## config.mk

```make
export PLATFORM = sky130hd
export DESIGN_NAME = serial_frame_receiver
export DESIGN_NICKNAME = d
export VERILOG_FILES = /design/src/hdl/sfr_pkg.sv /design/src/hdl/serial_frame_receiver.sv /design/src/hdl/sfr_datapath.sv /design/src/hdl/sfr_controller.sv
export SDC_FILE = /design/constraint.sdc
export NUM_CORES = 1
export LEC_CHECK = 0
export ABC_AREA = 1
export ABC_CLOCK_PERIOD_IN_PS = 2600
export BUFFER_PORTS_ARGS = -buffer_cell sky130_fd_sc_hd__buf_2
export CAP_MARGIN = 30
export CORE_ASPECT_RATIO = 0.8
export CORE_MARGIN = 5
export CORE_UTILIZATION = 56
export CTS_BUF_LIST = sky130_fd_sc_hd__clkbuf_2
export CTS_CLUSTER_DIAMETER = 150
export DETAILED_ROUTE_END_ITERATION = 10
export PLACE_DENSITY = 0.76
export SKIP_CTS_REPAIR_TIMING = 1
export SYNTH_ARGS = -nofsm -noshare
export SYNTH_HDL_FRONTEND = slang
export SYNTH_HIERARCHICAL = 1
export SYNTH_SLANG_ARGS = --single-unit
```

## constraint.sdc

```tcl
create_clock -name clk -period 2.6 [get_ports clk]
set_input_delay 0.52 -clock clk [delete_from_list [all_inputs] [get_ports clk]]
set_output_delay 0.52 -clock clk [all_outputs]
set_load 0.03 [all_outputs]
```

## src/hdl/sfr_pkg.sv

```systemverilog
// Shared constants and controller/datapath interface types for the frame receiver.
package sfr_pkg;

    localparam int MAX_PAYLOAD = 16;
    localparam int LEN_CAP     = 16;
    localparam int CAP_INT     = (MAX_PAYLOAD < LEN_CAP) ? MAX_PAYLOAD : LEN_CAP;
    localparam logic [4:0] LEN_CAP_LIMIT = 5'(CAP_INT);

    localparam int CFG_IDX_W  = 2;
    localparam int CFG_DATA_W = 64;

    localparam logic [CFG_IDX_W-1:0] CFG_SYNC     = 2'd0;
    localparam logic [CFG_IDX_W-1:0] CFG_PREAMBLE = 2'd1;
    localparam logic [CFG_IDX_W-1:0] CFG_MAX_LEN  = 2'd2;
    localparam logic [CFG_IDX_W-1:0] CFG_TYPES    = 2'd3;

    localparam logic [7:0]  SYNC_RESET     = 8'hFC;
    localparam logic [15:0] PREAMBLE_RESET = 16'h027A;
    localparam logic [4:0]  MAX_LEN_RESET  = 5'd16;
    localparam logic [63:0] TYPES_RESET    = 64'd8888832818159968577;

    localparam logic [7:0] CK_BASE = 8'hFC;

    // Commands from controller to datapath
    typedef struct packed {
        logic sum_init;
        logic sum_add;
        logic type_load;
        logic len_load;
        logic pay_write;
        logic drain_start;
        logic drain_step;
    } sfr_cmd_t;

    // Status from datapath to controller
    typedef struct packed {
        logic sync_hit;
        logic type_hit;
        logic pre_hi_hit;
        logic pre_lo_hit;
        logic len_ok;
        logic len_zero;
        logic pay_last;
        logic ck_hit;
        logic drain_last;
        logic out_free;
    } sfr_status_t;

endpackage

```

## src/hdl/serial_frame_receiver.sv

```systemverilog
// Top level of the byte-serial frame receiver with additive checksum.
// Throughput: header, payload and checksum beats are taken one per cycle; after a good
//   checksum the input stalls while the results drain, until the frame's last result
//   has been loaded into the result register.
// Result path: with the result side free, the checksum beat moves the controller to its
//   drain state, from which the first result is loaded into the result register.
// Reset (rst_n, async, low): frame parser back to waiting for sync, result register
//   empty, configuration registers at their defaults; the payload store is not cleared.
module serial_frame_receiver
(
    input  logic                           clk,
    input  logic                           rst_n,
    // input beats
    input  logic                           in_valid,
    output logic                           in_stall,
    input  logic [7:0]                     rx_byte,
    // configuration writes
    input  logic                           cfg_we,
    input  logic [sfr_pkg::CFG_IDX_W-1:0]  cfg_index,
    input  logic [sfr_pkg::CFG_DATA_W-1:0] cfg_data,
    // result beats
    output logic                           out_valid,
    input  logic                           out_stall,
    output logic [7:0]                     frame_type,
    output logic [4:0]                     frame_length,
    output logic [3:0]                     byte_index,
    output logic [7:0]                     data_byte,
    output logic                           has_data,
    output logic                           last
);

    // Controller tracks frame position and drain; datapath holds every value.
    sfr_pkg::sfr_cmd_t    cmd;
    sfr_pkg::sfr_status_t status;

    sfr_controller u_ctrl
    (
        .clk      (clk),
        .rst_n    (rst_n),
        .in_valid (in_valid),
        .status   (status),
        .cmd      (cmd),
        .in_stall (in_stall)
    );

    // The drain steps only when the result register is empty or being taken,
    // so a stalled beat is never overwritten; the last beat of a frame may
    // still wait while the parser takes the next frame.
    sfr_datapath u_dp
    (
        .clk          (clk),
        .rst_n        (rst_n),
        .rx_byte      (rx_byte),
        .cfg_we       (cfg_we),
        .cfg_index    (cfg_index),
        .cfg_data     (cfg_data),
        .out_stall    (out_stall),
        .cmd          (cmd),
        .status       (status),
        .out_valid    (out_valid),
        .frame_type   (frame_type),
        .frame_length (frame_length),
        .byte_index   (byte_index),
        .data_byte    (data_byte),
        .has_data     (has_data),
        .last         (last)
    );

endmodule

```

## src/hdl/sfr_datapath.sv

```systemverilog
// Datapath: configuration, header checks, checksum, payload store and result register.
module sfr_datapath
(
    input  logic                              clk,
    input  logic                              rst_n,
    input  logic [7:0]                        rx_byte,
    input  logic                              cfg_we,
    input  logic [sfr_pkg::CFG_IDX_W-1:0]     cfg_index,
    input  logic [sfr_pkg::CFG_DATA_W-1:0]    cfg_data,
    input  logic                              out_stall,
    input  sfr_pkg::sfr_cmd_t                 cmd,
    output sfr_pkg::sfr_status_t              status,
    output logic                              out_valid,
    output logic [7:0]                        frame_type,
    output logic [4:0]                        frame_length,
    output logic [3:0]                        byte_index,
    output logic [7:0]                        data_byte,
    output logic                              has_data,
    output logic                              last
);

    logic [7:0]  sync_reg;
    logic [15:0] preamble_reg;
    logic [4:0]  max_len_reg;
    logic [63:0] types_reg;

    logic [7:0]  sum_reg;
    logic [7:0]  type_reg;
    logic [4:0]  len_reg;
    logic [3:0]  count_reg;
    logic [7:0]  store_reg [sfr_pkg::LEN_CAP];

    logic        out_valid_reg;
    logic        out_valid_next;
    logic [7:0]  out_type_reg;
    logic [4:0]  out_len_reg;
    logic [3:0]  out_idx_reg;
    logic [7:0]  out_data_reg;
    logic        out_has_reg;
    logic        out_last_reg;

    logic [4:0]  limit;
    logic        type_hit;
    logic [4:0]  count_inc;

    // Configuration registers
    always_ff @(posedge clk or negedge rst_n)
    begin
        if (!rst_n)
        begin
            sync_reg     <= sfr_pkg::SYNC_RESET;
            preamble_reg <= sfr_pkg::PREAMBLE_RESET;
            max_len_reg  <= sfr_pkg::MAX_LEN_RESET;
            types_reg    <= sfr_pkg::TYPES_RESET;
        end
        else if (cfg_we)
        begin
            case (cfg_index)
                sfr_pkg::CFG_SYNC:     sync_reg     <= cfg_data[7:0];
                sfr_pkg::CFG_PREAMBLE: preamble_reg <= cfg_data[15:0];
                sfr_pkg::CFG_MAX_LEN:  max_len_reg  <= cfg_data[4:0];
                sfr_pkg::CFG_TYPES:    types_reg    <= cfg_data;
                default:               ;
            endcase
        end
    end

    // Byte checks
    always_comb
    begin
        type_hit = 1'b0;
        for (int lane = 0; lane < 8; lane++)
        begin
            if (types_reg[lane*8 +: 8] == rx_byte)
                type_hit = 1'b1;
        end
    end

    assign limit     = (max_len_reg > sfr_pkg::LEN_CAP_LIMIT) ? sfr_pkg::LEN_CAP_LIMIT
                                                              : max_len_reg;
    assign count_inc = {1'b0, count_reg} + 5'd1;

    assign status.sync_hit   = (rx_byte == sync_reg);
    assign status.type_hit   = type_hit;
    assign status.pre_hi_hit = (rx_byte == preamble_reg[15:8]);
    assign status.pre_lo_hit = (rx_byte == preamble_reg[7:0]);
    assign status.len_ok     = (rx_byte <= {3'b000, limit});
    assign status.len_zero   = (rx_byte == 8'd0);
    assign status.pay_last   = (count_inc == len_reg);
    assign status.ck_hit     = (8'(sfr_pkg::CK_BASE - sum_reg) == rx_byte);
    assign status.drain_last = (len_reg == 5'd0) || (count_inc == len_reg);
    assign status.out_free   = !out_valid_reg || !out_stall;

    // Frame registers
    always_ff @(posedge clk or negedge rst_n)
    begin
        if (!rst_n)
        begin
            sum_reg   <= 8'd0;
            type_reg  <= 8'd0;
            len_reg   <= 5'd0;
            count_reg <= 4'd0;
        end
        else
        begin
            if (cmd.sum_init)
                sum_reg <= rx_byte;
            else if (cmd.sum_add)
                sum_reg <= sum_reg + rx_byte;
            if (cmd.type_load)
                type_reg <= rx_byte;
            if (cmd.len_load)
                len_reg <= rx_byte[4:0];
            if (cmd.len_load || cmd.drain_start)
                count_reg <= 4'd0;
            else if (cmd.pay_write || cmd.drain_step)
                count_reg <= count_reg + 4'd1;
        end
    end

    // Payload store, no reset
    always_ff @(posedge clk)
    begin
        if (cmd.pay_write)
            store_reg[count_reg] <= rx_byte;
    end

    // Result register
    always_comb
    begin
        if (cmd.drain_step)
            out_valid_next = 1'b1;
        else if (!out_stall)
            out_valid_next = 1'b0;
        else
            out_valid_next = out_valid_reg;
    end

    always_ff @(posedge clk or negedge rst_n)
    begin
        if (!rst_n)
            out_valid_reg <= 1'b0;
        else
            out_valid_reg <= out_valid_next;
    end

    always_ff @(posedge clk)
    begin
        if (cmd.drain_step)
        begin
            out_type_reg <= type_reg;
            out_len_reg  <= len_reg;
            out_idx_reg  <= count_reg;
            out_has_reg  <= (len_reg != 5'd0);
            out_data_reg <= (len_reg != 5'd0) ? store_reg[count_reg] : 8'd0;
            out_last_reg <= status.drain_last;
        end
    end

    assign out_valid    = out_valid_reg;
    assign frame_type   = out_type_reg;
    assign frame_length = out_len_reg;
    assign byte_index   = out_idx_reg;
    assign data_byte    = out_data_reg;
    assign has_data     = out_has_reg;
    assign last         = out_last_reg;

endmodule

```

## src/hdl/sfr_controller.sv

```systemverilog
// Controller: frame position state machine and result drain sequencing.
module sfr_controller
(
    input  logic                 clk,
    input  logic                 rst_n,
    input  logic                 in_valid,
    input  sfr_pkg::sfr_status_t status,
    output sfr_pkg::sfr_cmd_t    cmd,
    output logic                 in_stall
);

    localparam logic [2:0] ST_SYNC    = 3'd0;
    localparam logic [2:0] ST_TYPE    = 3'd1;
    localparam logic [2:0] ST_PRE_HI  = 3'd2;
    localparam logic [2:0] ST_PRE_LO  = 3'd3;
    localparam logic [2:0] ST_LEN     = 3'd4;
    localparam logic [2:0] ST_PAYLOAD = 3'd5;
    localparam logic [2:0] ST_CHECK   = 3'd6;
    localparam logic [2:0] ST_DRAIN   = 3'd7;

    logic [2:0] state_reg;
    logic [2:0] state_next;
    logic       take;

    assign in_stall = (state_reg == ST_DRAIN);
    assign take     = in_valid && !in_stall;

    always_comb
    begin
        state_next = state_reg;
        cmd        = '0;
        case (state_reg)
            ST_SYNC:
            begin
                if (take && status.sync_hit)
                begin
                    cmd.sum_init = 1'b1;
                    state_next   = ST_TYPE;
                end
            end
            ST_TYPE:
            begin
                if (take)
                begin
                    if (status.type_hit)
                    begin
                        cmd.type_load = 1'b1;
                        cmd.sum_add   = 1'b1;
                        state_next    = ST_PRE_HI;
                    end
                    else
                        state_next = ST_SYNC;
                end
            end
            ST_PRE_HI:
            begin
                if (take)
                begin
                    cmd.sum_add = 1'b1;
                    state_next  = status.pre_hi_hit ? ST_PRE_LO : ST_SYNC;
                end
            end
            ST_PRE_LO:
            begin
                if (take)
                begin
                    cmd.sum_add = 1'b1;
                    state_next  = status.pre_lo_hit ? ST_LEN : ST_SYNC;
                end
            end
            ST_LEN:
            begin
                if (take)
                begin
                    if (status.len_ok)
                    begin
                        cmd.len_load = 1'b1;
                        cmd.sum_add  = 1'b1;
                        state_next   = status.len_zero ? ST_CHECK : ST_PAYLOAD;
                    end
                    else
                        state_next = ST_SYNC;
                end
            end
            ST_PAYLOAD:
            begin
                if (take)
                begin
                    cmd.pay_write = 1'b1;
                    cmd.sum_add   = 1'b1;
                    if (status.pay_last)
                        state_next = ST_CHECK;
                end
            end
            ST_CHECK:
            begin
                if (take)
                begin
                    if (status.ck_hit)
                    begin
                        cmd.drain_start = 1'b1;
                        state_next      = ST_DRAIN;
                    end
                    else
                        state_next = ST_SYNC;
                end
            end
            ST_DRAIN:
            begin
                if (status.out_free)
                begin
                    cmd.drain_step = 1'b1;
                    if (status.drain_last)
                        state_next = ST_SYNC;
                end
            end
            default:
                state_next = ST_SYNC;
        endcase
    end

    always_ff @(posedge clk or negedge rst_n)
    begin
        if (!rst_n)
            state_reg <= ST_SYNC;
        else
            state_reg <= state_next;
    end

endmodule

```

==> results.py, run 1 <==
metrics = {
    "global_route": {
        "antenna_found_initial": 1,
        "grt-ovfl-total": 0,
        "grt_start_max_net_pins": 48,
        "grt_usage_pct": 23.7,
        "grt_pass1_vias": 9890,
        "grt_pass1_wl_um": 50300,
    },
    "clocking": {
        "clock_latency_ns": 0.91,
        "cts.sinks": 277,
        "clock_path_buffers": 3,
        "clk_pin_slew_ns": 0.11,
        "h-tree-depth": 3,
        "cts_buffers": 69,
        "cts_root_buffer": "clkbuf_2",
        "cts_tree": "built",
    },
    "timing": {
        "finalSetupViolations": 8,
        "tightestPinTransition_ns": 0.640,
        "fin_crit_ns": 2.69,
        "rsz0062_at_grt": "true",
        "slew_headroom_pct": 57.0,
        "finClkSkew_ns": 0.122,
        "whs_ns": 0.120,
        "max_freq_mhz": 371,
        "hold_viol": 0,
        "fin_ws_ns": -0.0927,
        "period_share_pct": 104,
        "slew_violations": 0,
    },
    "die": {
        "start_util_pct": 56.3,
        "die_h_um": 147,
        "num_rows": 50,
        "io_pins": 108,
        "die_area_um2": 26500,
        "fp.coreArea_um2": 23200,
        "fp.dieW_um": 181,
    },
    "final_layout": {
        "post-route-util_pct": 68.3,
        "syn_to_final_growth_pct": 21.4,
        "fillers": 1664,
        "design_area_um2": 15900,
        "fin_cells": 1980,
        "largest_reg_flops": 128,
        "fin_nets": 1708,
        "drive_gt1_share_pct": 26.1,
    },
    "setup_path": {
        "cpMostUsedCell": "nand2_1",
        "cpMaxStageDelayCell": "o41ai_4",
        "crit_family": "simple AND/OR/NAND/NOR gates",
        "path_class": "reg -> reg",
        "slowest_delay_ns": 0.41,
        "cp-start-kind": "register",
        "crit_buf_inv": 2,
        "worst-path-max-fanout": 4,
        "cp-end-kind": "register",
        "cp_cell_sequence": "nor3_2, nand2_1, nand2_1, nand2_1, ha_1, nand2_2, o41ai_4, nand2_4, nor2_4, nor2_2, a31oi_2, inv_1, nor2_4, inv_2, a21oi_2, o21ai_1, nand3_1",
        "arrival_ns": 3.48,
        "required_ns": 3.39,
    },
    "power_and_ir_drop": {
        "p_leak_nw": 7.07,
        "p_int_w": 0.00715,
        "seqPwrFrac_pct": 52.6,
        "power_density_nw_per_um2": 650,
        "vdd_drop_max_v": 0.000401,
        "p_sw_w": 0.00316,
        "p_comb_share_pct": 18.5,
        "sw_frac_of_total_pct": 30.6,
        "clkPwrFrac_pct": 28.9,
    },
    "logic_synthesis": {
        "syn-cell-area_um2": 13100,
        "syn_area_per_cell_um2": 9.78,
        "ys.flop_type": "edfxtp_1",
        "synth_top_area_share_pct": 35.6,
        "synth_seq_area_share_pct": 59.4,
        "synth_cells": 1335,
        "async_flop_share_pct": 44.0,
        "synth_edf_count": 155,
        "ys_types": 38,
        "synth_largest_area_cell": "edfxtp_1",
        "yosysWarnings": 6,
        "ys_ff_latch": 277,
        "syn_nets": 1432,
        "synth_most_common_cell": "nand2_1",
        "synth_top_cells_by_count": "312 x nand2_1, 234 x nor2_1, 155 x edfxtp_1, 82 x inv_1, 82 x o21ai_0",
        "synth.area.top_cells": "edfxtp_1 36%, dfrtp_1 15%, nand2_1 9.0%, dfstp_2 8.7%, nor2_1 6.7%",
    },
    "placement": {
        "dpl_cell_area_um2": 14400,
        "port_buffers": 107,
        "placed_cells": 1780,
        "hpwl_um": 22100,
        "pre_cts_slack_ns": -0.145,
        "gp_congestion": 0.949,
    },
    "drt": {
        "first_pass_iters": 6,
        "routed_via_density": 5.32,
        "drtIter0Drc": 1314,
        "post_drt_wl_per_cell_um": 17.3,
        "drc": 0,
        "vias": 10529,
        "wirelength_um": 34300,
        "ant_nets": 0,
    },
    "min_path": {
        "hold_path.class": "in -> reg",
    },
    "status": {
        "violations": "setup timing",
        "status": "complete, but fails checks",
    },
    "flow_run": {
        "drv_cap": 0,
    },
}
## path summary, 6_finish.rpt
check,slack [ns],end,startpoint,cells after the start
setup / recovery,-0.09,u_dp/sum_reg[4],u_dp/max_len_reg[1],17
hold / removal,0.12,u_dp/store_reg[13][5],rx_byte[5],2
setup reg to reg,-0.09,u_dp/sum_reg[4],u_dp/max_len_reg[1],17
hold reg to reg,0.46,u_dp/frame_type[5],u_dp/type_reg[5],0
max in group asynchronous,1.62,u_dp/sync_reg[3],rst_n,3
min in group asynchronous,0.18,u_dp/types_reg[37],rst_n,2
## cell families (layout without fill, tap and decap cells)
logic type                 Yosys count  in the layout  share of synthesized area [%]
and+or+nand+nor                    616            616                           18.9
DFF                                277            277                           59.4
AOI/OAI and AO/OA                  163            163                           6.47
buffers and inverters              145            476                           4.97
xor gates and xnor gates            78             78                           5.23
muxes                               38             38                           3.28
adders and majority gates           18             18                           1.78
other                                0              2                              0
## cell usage in the layout, fill, tap and decap left out, types with 27 or more instances in the layout
cell	netlist	final
dfstp_2	43	43
xnor2_1	74	74
dlygate4sd3_1	0	66
mux2_2	38	38
dfrtp_1	79	76
clkbuf_2	0	106
buf_2	27	106
inv_1	82	81
nor2_1	234	229
o21ai_0	82	78
o21ai_1	39	43
nand3_1	32	29
nand2_1	312	307
a21oi_1	29	27
buf_4	9	83
edfxtp_1	155	155
## cell type report
class                      count  area [um^2]  share of cell area, %
antenna                        2         5.00                 0.0316
tap                          312          390                   2.46
inverter                      88          330                   2.08
clock buffer                 106          531                   3.34
clock inverter                20          124                  0.781
timing repair buffer         262         1940                   12.2
sequential                   277         7760                   49.0
multi-input combinational    913         4780                   30.1
## power groups by stage
stage / Sequential, W / Combinational, W / Clock [W]
after global routing: 0.00546 / 0.00210 / 0.00330
after detailed placement: 0.00549 / 0.00170 / 0
final: 0.00542 / 0.00191 / 0.00298
after CTS: 0.00540 / 0.00171 / 0.00302
after floorplan: 0.00538 / 0.00127 / 0
after global placement: 0.00548 / 0.00165 / 0
## layer usage
layer	GRT usage, %	wire, um	up-vias
met1	34.0	14200	4969
met5	0	0	-
met2	35.3	15900	509
li1	-	-	4972
met3	6.72	3450	79
met4	7.90	810	0
## worst register-to-register path, stage by stage, from the launching register on
cell and delay [ns]:
dfrtp_1 0.40, nor3_2 0.17, nand2_1 0.06, nand2_1 0.07, nand2_1 0.06, ha_1 0.28
nand2_2 0.07, o41ai_4 0.41, nand2_4 0.10, nor2_4 0.12, nor2_2 0.06, a31oi_2 0.25
inv_1 0.12, nor2_4 0.14, inv_2 0.06, a21oi_2 0.09, o21ai_1 0.07, nand3_1 0.09
## stage by stage
stage | TNS [ns] | power [W]
CTS | -0.628 | 0.0101
global placement | -0.283 | 0.00713
detailed placement | -1.21 | 0.00719
finish | -0.403 | 0.0103
floorplan | 0 | 0.00665
global route | -1.34 | 0.0109
Note: power is estimated with default switching activity, not from simulation.
==> inputs of run 2 (changes only) <==
ABC_CLOCK_PERIOD_IN_PS = 2860   (was 2600)
CORE_UTILIZATION = 62   (was 56)
PLACE_DENSITY = 0.8   (was 0.76)
clock period = 2.86 ns   (was 2.6 ns; I/O delays follow)
==> results.py, run 2 (synthesized netlist as in run 1, its figures left out) <==
metrics = {
    "flow_run": {
        "drv_cap": 0,
    },
    "global_route": {
        "grt_start_max_net_pins": 68,
        "grt_usage_pct": 26.5,
        "grt_pass1_wl_um": 50400,
        "grt_pass1_vias": 9903,
        "grt-ovfl-total": 0,
        "antenna_found_initial": 2,
    },
    "final_layout": {
        "largest_reg_flops": 128,
        "fillers": 1398,
        "drive_gt1_share_pct": 24.3,
        "multi_input_area_um2": 4710,
        "regArea_um2": 7760,
        "final_cell_mix": "310 x nand2_1, 230 x nor2_1, 155 x edfxtp_1",
        "syn_to_final_growth_pct": 17.1,
        "fin_nets": 1657,
        "mostFrequentLayoutCell": "nand2_1",
    },
    "power_and_ir_drop": {
        "vdd_drop_max_v": 0.000407,
        "p_leak_nw": 6.84,
        "power_w": 0.00927,
        "power_density_nw_per_um2": 606,
    },
    "drt": {
        "ant_nets": 0,
        "met3_length_um": 3520,
        "drc": 0,
        "post_drt_wl_per_cell_um": 17.7,
        "vias": 10422,
        "first_pass_iters": 8,
        "wl_met1_um": 13400,
        "dr_wl_met2_um": 15600,
        "drtIter0Drc": 1163,
        "wirelength_um": 33400,
        "top_layer": "met4",
        "routed_via_density": 5.53,
    },
    "timing": {
        "period_share_pct": 95.1,
        "setup_tns_ns": 0,
        "finalSetupViolations": 0,
        "fin_ws_ns": 0.139,
        "slew_headroom_pct": 50.3,
        "max_freq_mhz": 367,
        "fin_crit_ns": 2.72,
        "tightestPinTransition_ns": 0.743,
        "finClkSkew_ns": 0.0639,
        "slew_violations": 0,
        "hold_viol": 0,
    },
    "die": {
        "io_pins": 108,
        "die_h_um": 140,
        "fp.dieW_um": 172,
        "die_area_um2": 24100,
        "num_rows": 47,
        "fp.coreArea_um2": 20700,
        "start_util_pct": 63.1,
    },
    "clocking": {
        "h-tree-depth": 3,
        "clock_latency_ns": 0.83,
        "cts_root_buffer": "clkbuf_2",
        "cts_tree": "built",
        "cts.sinks": 277,
        "clock_path_buffers": 3,
        "clk_pin_slew_ns": 0.12,
        "cts_buffers": 68,
    },
    "min_path": {
        "hold_path.class": "in -> reg",
    },
    "setup_path": {
        "required_ns": 3.60,
        "cp-end-kind": "register",
        "path_class": "reg -> reg",
        "cp-start-kind": "register",
        "worst-path-max-fanout": 4,
        "arrival_ns": 3.46,
    },
    "status": {
        "status": "completed",
    },
    "placement": {
        "gp_congestion": 0.907,
        "hpwl_um": 21400,
        "port_buffers": 107,
        "pre_cts_slack_ns": -0.0389,
    },
}
[run 2: cell count changes in the layout (fill, tap and decap cells not counted), moves of 4 or more]
| cell | previous run | this run |
|---|---|---|
| clkinv_1 | 13 | 7 |
| o21ai_1 | 43 | 39 |
| clkbuf_2 | 106 | 113 |
| buf_4 | 83 | 52 |
| o21ai_0 | 78 | 82 |
| dlygate4sd3_1 | 66 | 48 |
[run 2: layout make-up]
type | instances | area share (%)
repair buffers | 212 | 9.91
clock inverters | 12 | 0.474
well taps | 269 | 2.20
inverters | 88 | 2.16
diodes | 2 | 0.0327
clock buffers | 113 | 3.70
multi-input cells | 913 | 30.8
flip-flops and latches | 277 | 50.7
[run 2: layer usage]
layer | vias to the layer above | GRT usage, %
met1 | 4880 | 38.6
met5 | - | 0
met2 | 595 | 39.8
met3 | 83 | 5.78
met4 | 0 | 9.22
li1 | 4864 | -
[run 2: power by group]
group / switching [W] / internal, W
Sequential: 0.000285 / 0.00464
Clock: 0.00157 / 0.00112
Combinational: 0.000926 / 0.000730
[run 2: through the flow]
stage          util, %  instance area [um^2]  instances  hold slack, ns
2_1_floorplan        -                 13100       1335           0.276
3_3_place_gp      68.0                 14100       1706           0.432
3_5_place_dp      68.0                 14100       1706           0.432
4_1_cts           71.1                 14700       1831          -0.295
5_1_grt           73.9                 15300       1886         0.00311
6_report          73.9                 15300       1886          0.0237
[run 2: worst paths after layout]
path | slack (ns) | startpoint | cells after the start | to
worst max-delay path | 0.14 | u_dp/max_len_reg[2] | 17 | u_dp/sum_reg[4]
worst min-delay path | 0.02 | cfg_data[10] | 3 | u_dp/types_reg[10]
worst max register to register | 0.14 | u_dp/max_len_reg[2] | 17 | u_dp/sum_reg[4]
worst min register to register | 0.46 | u_dp/type_reg[0] | 0 | u_dp/frame_type[0]
max in group asynchronous | 1.77 | rst_n | 3 | u_dp/types_reg[57]
min in group asynchronous | 0.31 | rst_n | 2 | u_dp/types_reg[31]
[run 2: worst max-delay path: stages (launching register included)]
cell and delay (ns):
dfrtp_1 0.44, nor3_2 0.19, nand2_1 0.07, nand2_1 0.07, nand2_1 0.06, ha_1 0.29, nand2_2 0.07, o41ai_4 0.40
nand2_2 0.14, nor2_4 0.12, nor2_1 0.06, a31oi_2 0.21, inv_1 0.07, nor2_2 0.09, inv_1 0.08, a21oi_1 0.10
o21ai_0 0.09, nand3_1 0.08
==> inputs of run 3 (changes only) <==
ABC_AREA = 0   (was 1)
==> results.py, run 3 <==
metrics = {
    "flow_run": {
        "drv_cap": 0,
    },
    "setup_path": {
        "crit_family": "compound AO/OA/AOI/OAI gates",
        "reg2reg_depth": 16,
        "r2r-end": "u_dp/sum_reg[1]",
        "cp-start-kind": "register",
        "slowest_delay_ns": 0.55,
        "cpMaxStageDelayCell": "dfstp_2",
        "arrival_ns": 3.60,
        "crit_buf_inv": 3,
        "cp-end-kind": "register",
        "path_class": "reg -> reg",
        "regToRegSetupSlack_ns": -0.06,
        "cp_cell_sequence": "inv_2, nand2_2, ha_4, nor2b_4, o21a_1, o21a_1, o21ai_1, nand2b_1, a21oi_2, nand2_1, a311oi_2, buf_4, buf_8, mux2i_1, nor2_1, a21oi_1",
        "r2r_start": "u_dp/max_len_reg[4]",
        "required_ns": 3.53,
        "worst-path-max-fanout": 5,
        "cpMostUsedCell": "o21a_1",
    },
    "global_route": {
        "grt-ovfl-total": 0,
        "grt_start_max_net_pins": 97,
        "grtUsageMet1_pct": 35.3,
        "grt_usage_pct": 25.0,
        "grt_pass1_vias": 8122,
        "use_met3_pct": 7.26,
        "antenna_found_initial": 4,
        "grtUsageMet2_pct": 37.4,
        "grt_pass1_wl_um": 44300,
        "top_usage_layer": "met2",
    },
    "final_layout": {
        "fillers": 1200,
        "syn_to_final_growth_pct": 19.1,
        "largest_reg_flops": 128,
        "final_cell_mix": "155 x edfxtp_1, 106 x buf_2, 99 x clkbuf_2",
        "fin_cells": 1387,
        "design_area_um2": 15100,
        "fin_nets": 1168,
        "regArea_um2": 7760,
        "mostFrequentLayoutCell": "edfxtp_1",
        "multi_input_area_um2": 4620,
        "drive_gt1_share_pct": 33.7,
    },
    "min_path": {
        "hold_end": "u_dp/preamble_reg[0]",
        "hold_path.class": "in -> reg",
        "hold_path_depth": 2,
        "min_from": "cfg_data[0]",
    },
    "power_and_ir_drop": {
        "seqPwrFrac_pct": 49.9,
        "p_leak_nw": 6.03,
        "clkPwrFrac_pct": 25.0,
        "power_density_nw_per_um2": 668,
        "p_comb_share_pct": 25.1,
        "p_sw_w": 0.00306,
        "sw_frac_of_total_pct": 30.4,
        "p_int_w": 0.00700,
        "vdd_drop_max_v": 0.000496,
    },
    "clocking": {
        "cts_root_buffer": "clkbuf_2",
        "cts_buffers": 66,
        "cts.sinks": 277,
        "clock_latency_ns": 0.82,
        "cts_tree": "built",
        "clock_path_buffers": 3,
        "h-tree-depth": 3,
        "clk_pin_slew_ns": 0.12,
    },
    "timing": {
        "max_freq_mhz": 342,
        "hold_viol": 0,
        "period_share_pct": 102,
        "slew_violations": 0,
        "slew_headroom_pct": 35.0,
        "finClkSkew_ns": 0.0716,
        "fin_crit_ns": 2.92,
        "rsz0062_at_grt": "true",
        "finalSetupViolations": 3,
        "tightestPinTransition_ns": 0.973,
        "setup_tns_ns": -0.148,
        "whs_ns": 0.0712,
        "fin_ws_ns": -0.0639,
    },
    "drt": {
        "ant_nets": 0,
        "drtIter0Drc": 647,
        "first_pass_iters": 5,
        "vias": 8016,
        "wirelength_um": 29600,
        "routed_via_density": 5.78,
        "post_drt_wl_per_cell_um": 21.3,
        "drc": 0,
    },
    "status": {
        "status": "complete, but fails checks",
        "violations": "setup timing",
    },
    "logic_synthesis": {
        "ys_ff_latch": 277,
        "synth_edf_count": 155,
        "async_flop_share_pct": 44.0,
        "syn_area_per_cell_um2": 15.5,
        "synth_seq_area_share_pct": 61.3,
        "syn-cell-area_um2": 12700,
        "synth_most_common_cell": "edfxtp_1",
        "ys.flop_type": "edfxtp_1",
        "ys_types": 60,
        "synth_cells": 816,
        "synth_largest_area_cell": "edfxtp_1",
        "synth.area.top_cells": "edfxtp_1 37%, dfrtp_1 16%, dfstp_2 8.9%, mux2_1 7.9%, xnor2_1 4.8%",
        "synth_top_cells_by_count": "155 x edfxtp_1, 89 x mux2_1, 79 x dfrtp_1, 70 x xnor2_1, 43 x dfstp_2",
        "syn_nets": 913,
        "synth_top_area_share_pct": 36.8,
        "yosysWarnings": 6,
    },
    "placement": {
        "hpwl_um": 19600,
        "placed_cells": 1199,
        "dpl_cell_area_um2": 13700,
        "gp_congestion": 0.875,
        "port_buffers": 107,
        "pre_cts_slack_ns": -0.268,
    },
    "die": {
        "fp.coreArea_um2": 20000,
        "die_h_um": 138,
        "num_rows": 46,
        "die_area_um2": 23400,
        "fp.dieW_um": 170,
        "io_pins": 108,
        "start_util_pct": 63.4,
    },
}
==> run 3: cell count changes after synthesis, sizes merged, moves of 8 or more <==
| cell | previous run | this run |
|---|---|---|
| nand2 | 313 | 22 |
| nor2 | 239 | 27 |
| o21ai | 121 | 17 |
| inv | 87 | 14 |
| mux2 | 38 | 108 |
| mux4 | 0 | 40 |
| xor2 | 4 | 41 |
| nand3 | 35 | 9 |
| buf | 41 | 22 |
| a21oi | 29 | 15 |
| and2 | 0 | 13 |
| nor2b | 0 | 12 |
| nor4 | 1 | 10 |
| mux2i | 0 | 8 |
==> run 3: worst max path at each step <==
| stage | startpoint | end | cells after the start |
|---|---|---|---|
| after floorplan | rx_byte[0] | u_dp/sum_reg[7] | 17 |
| after global placement | rx_byte[3] | u_dp/sum_reg[7] | 11 |
| final | u_dp/max_len_reg[4] | u_dp/sum_reg[1] | 16 |
| after CTS | u_dp/max_len_reg[4] | u_dp/sum_reg[1] | 15 |
| after global routing | u_dp/max_len_reg[4] | u_dp/sum_reg[1] | 16 |
| after detailed placement | rx_byte[3] | u_dp/sum_reg[7] | 11 |
==> run 3: kinds of logic after synthesis <==
family / count (synthesis) / share of synthesized area [%]
AND/OR/NAND/NOR: 145 / 6.30
multiplexers: 156 / 17.9
flip-flops: 277 / 61.3
adder cells (fa/ha/maj): 18 / 1.84
XOR/XNOR: 111 / 7.68
AO/OA/AOI/OAI: 50 / 2.45
buffers and inverters: 59 / 2.50
==> run 3: cell type report <==
type,count,area share [%]
flip-flops and latches,277,51.5
multi-input cells,480,30.7
repair buffers,232,11.3
clock buffers,99,3.29
well taps,264,2.19
clock inverters,17,0.639
inverters,14,0.349
diodes,4,0.0664
==> run 3: power groups by stage <==
stage,logic (W),clock network (W),registers (W)
floorplan,0.00182,0,0.00498
global placement,0.00227,0,0.00506
detailed placement,0.00236,0,0.00509
CTS,0.00239,0.00259,0.00501
global route,0.00275,0.00282,0.00507
finish,0.00253,0.00251,0.00502
==> run 3: through the flow <==
stage	total power [W]	util, %
5_1_grt	0.0106	75.4
6_report	0.0101	75.4
3_5_place_dp	0.00745	68.8
4_1_cts	0.00999	71.8
2_1_floorplan	0.00680	-
3_3_place_gp	0.00733	68.8
==> run 3: per-layer routing <==
metal / share of wire (%) / vias up
met2: 48 / 352
met3: 8.6 / 48
met5: 0 / -
li1: - / 3575
met1: 41 / 4041
met4: 2.1 / 0
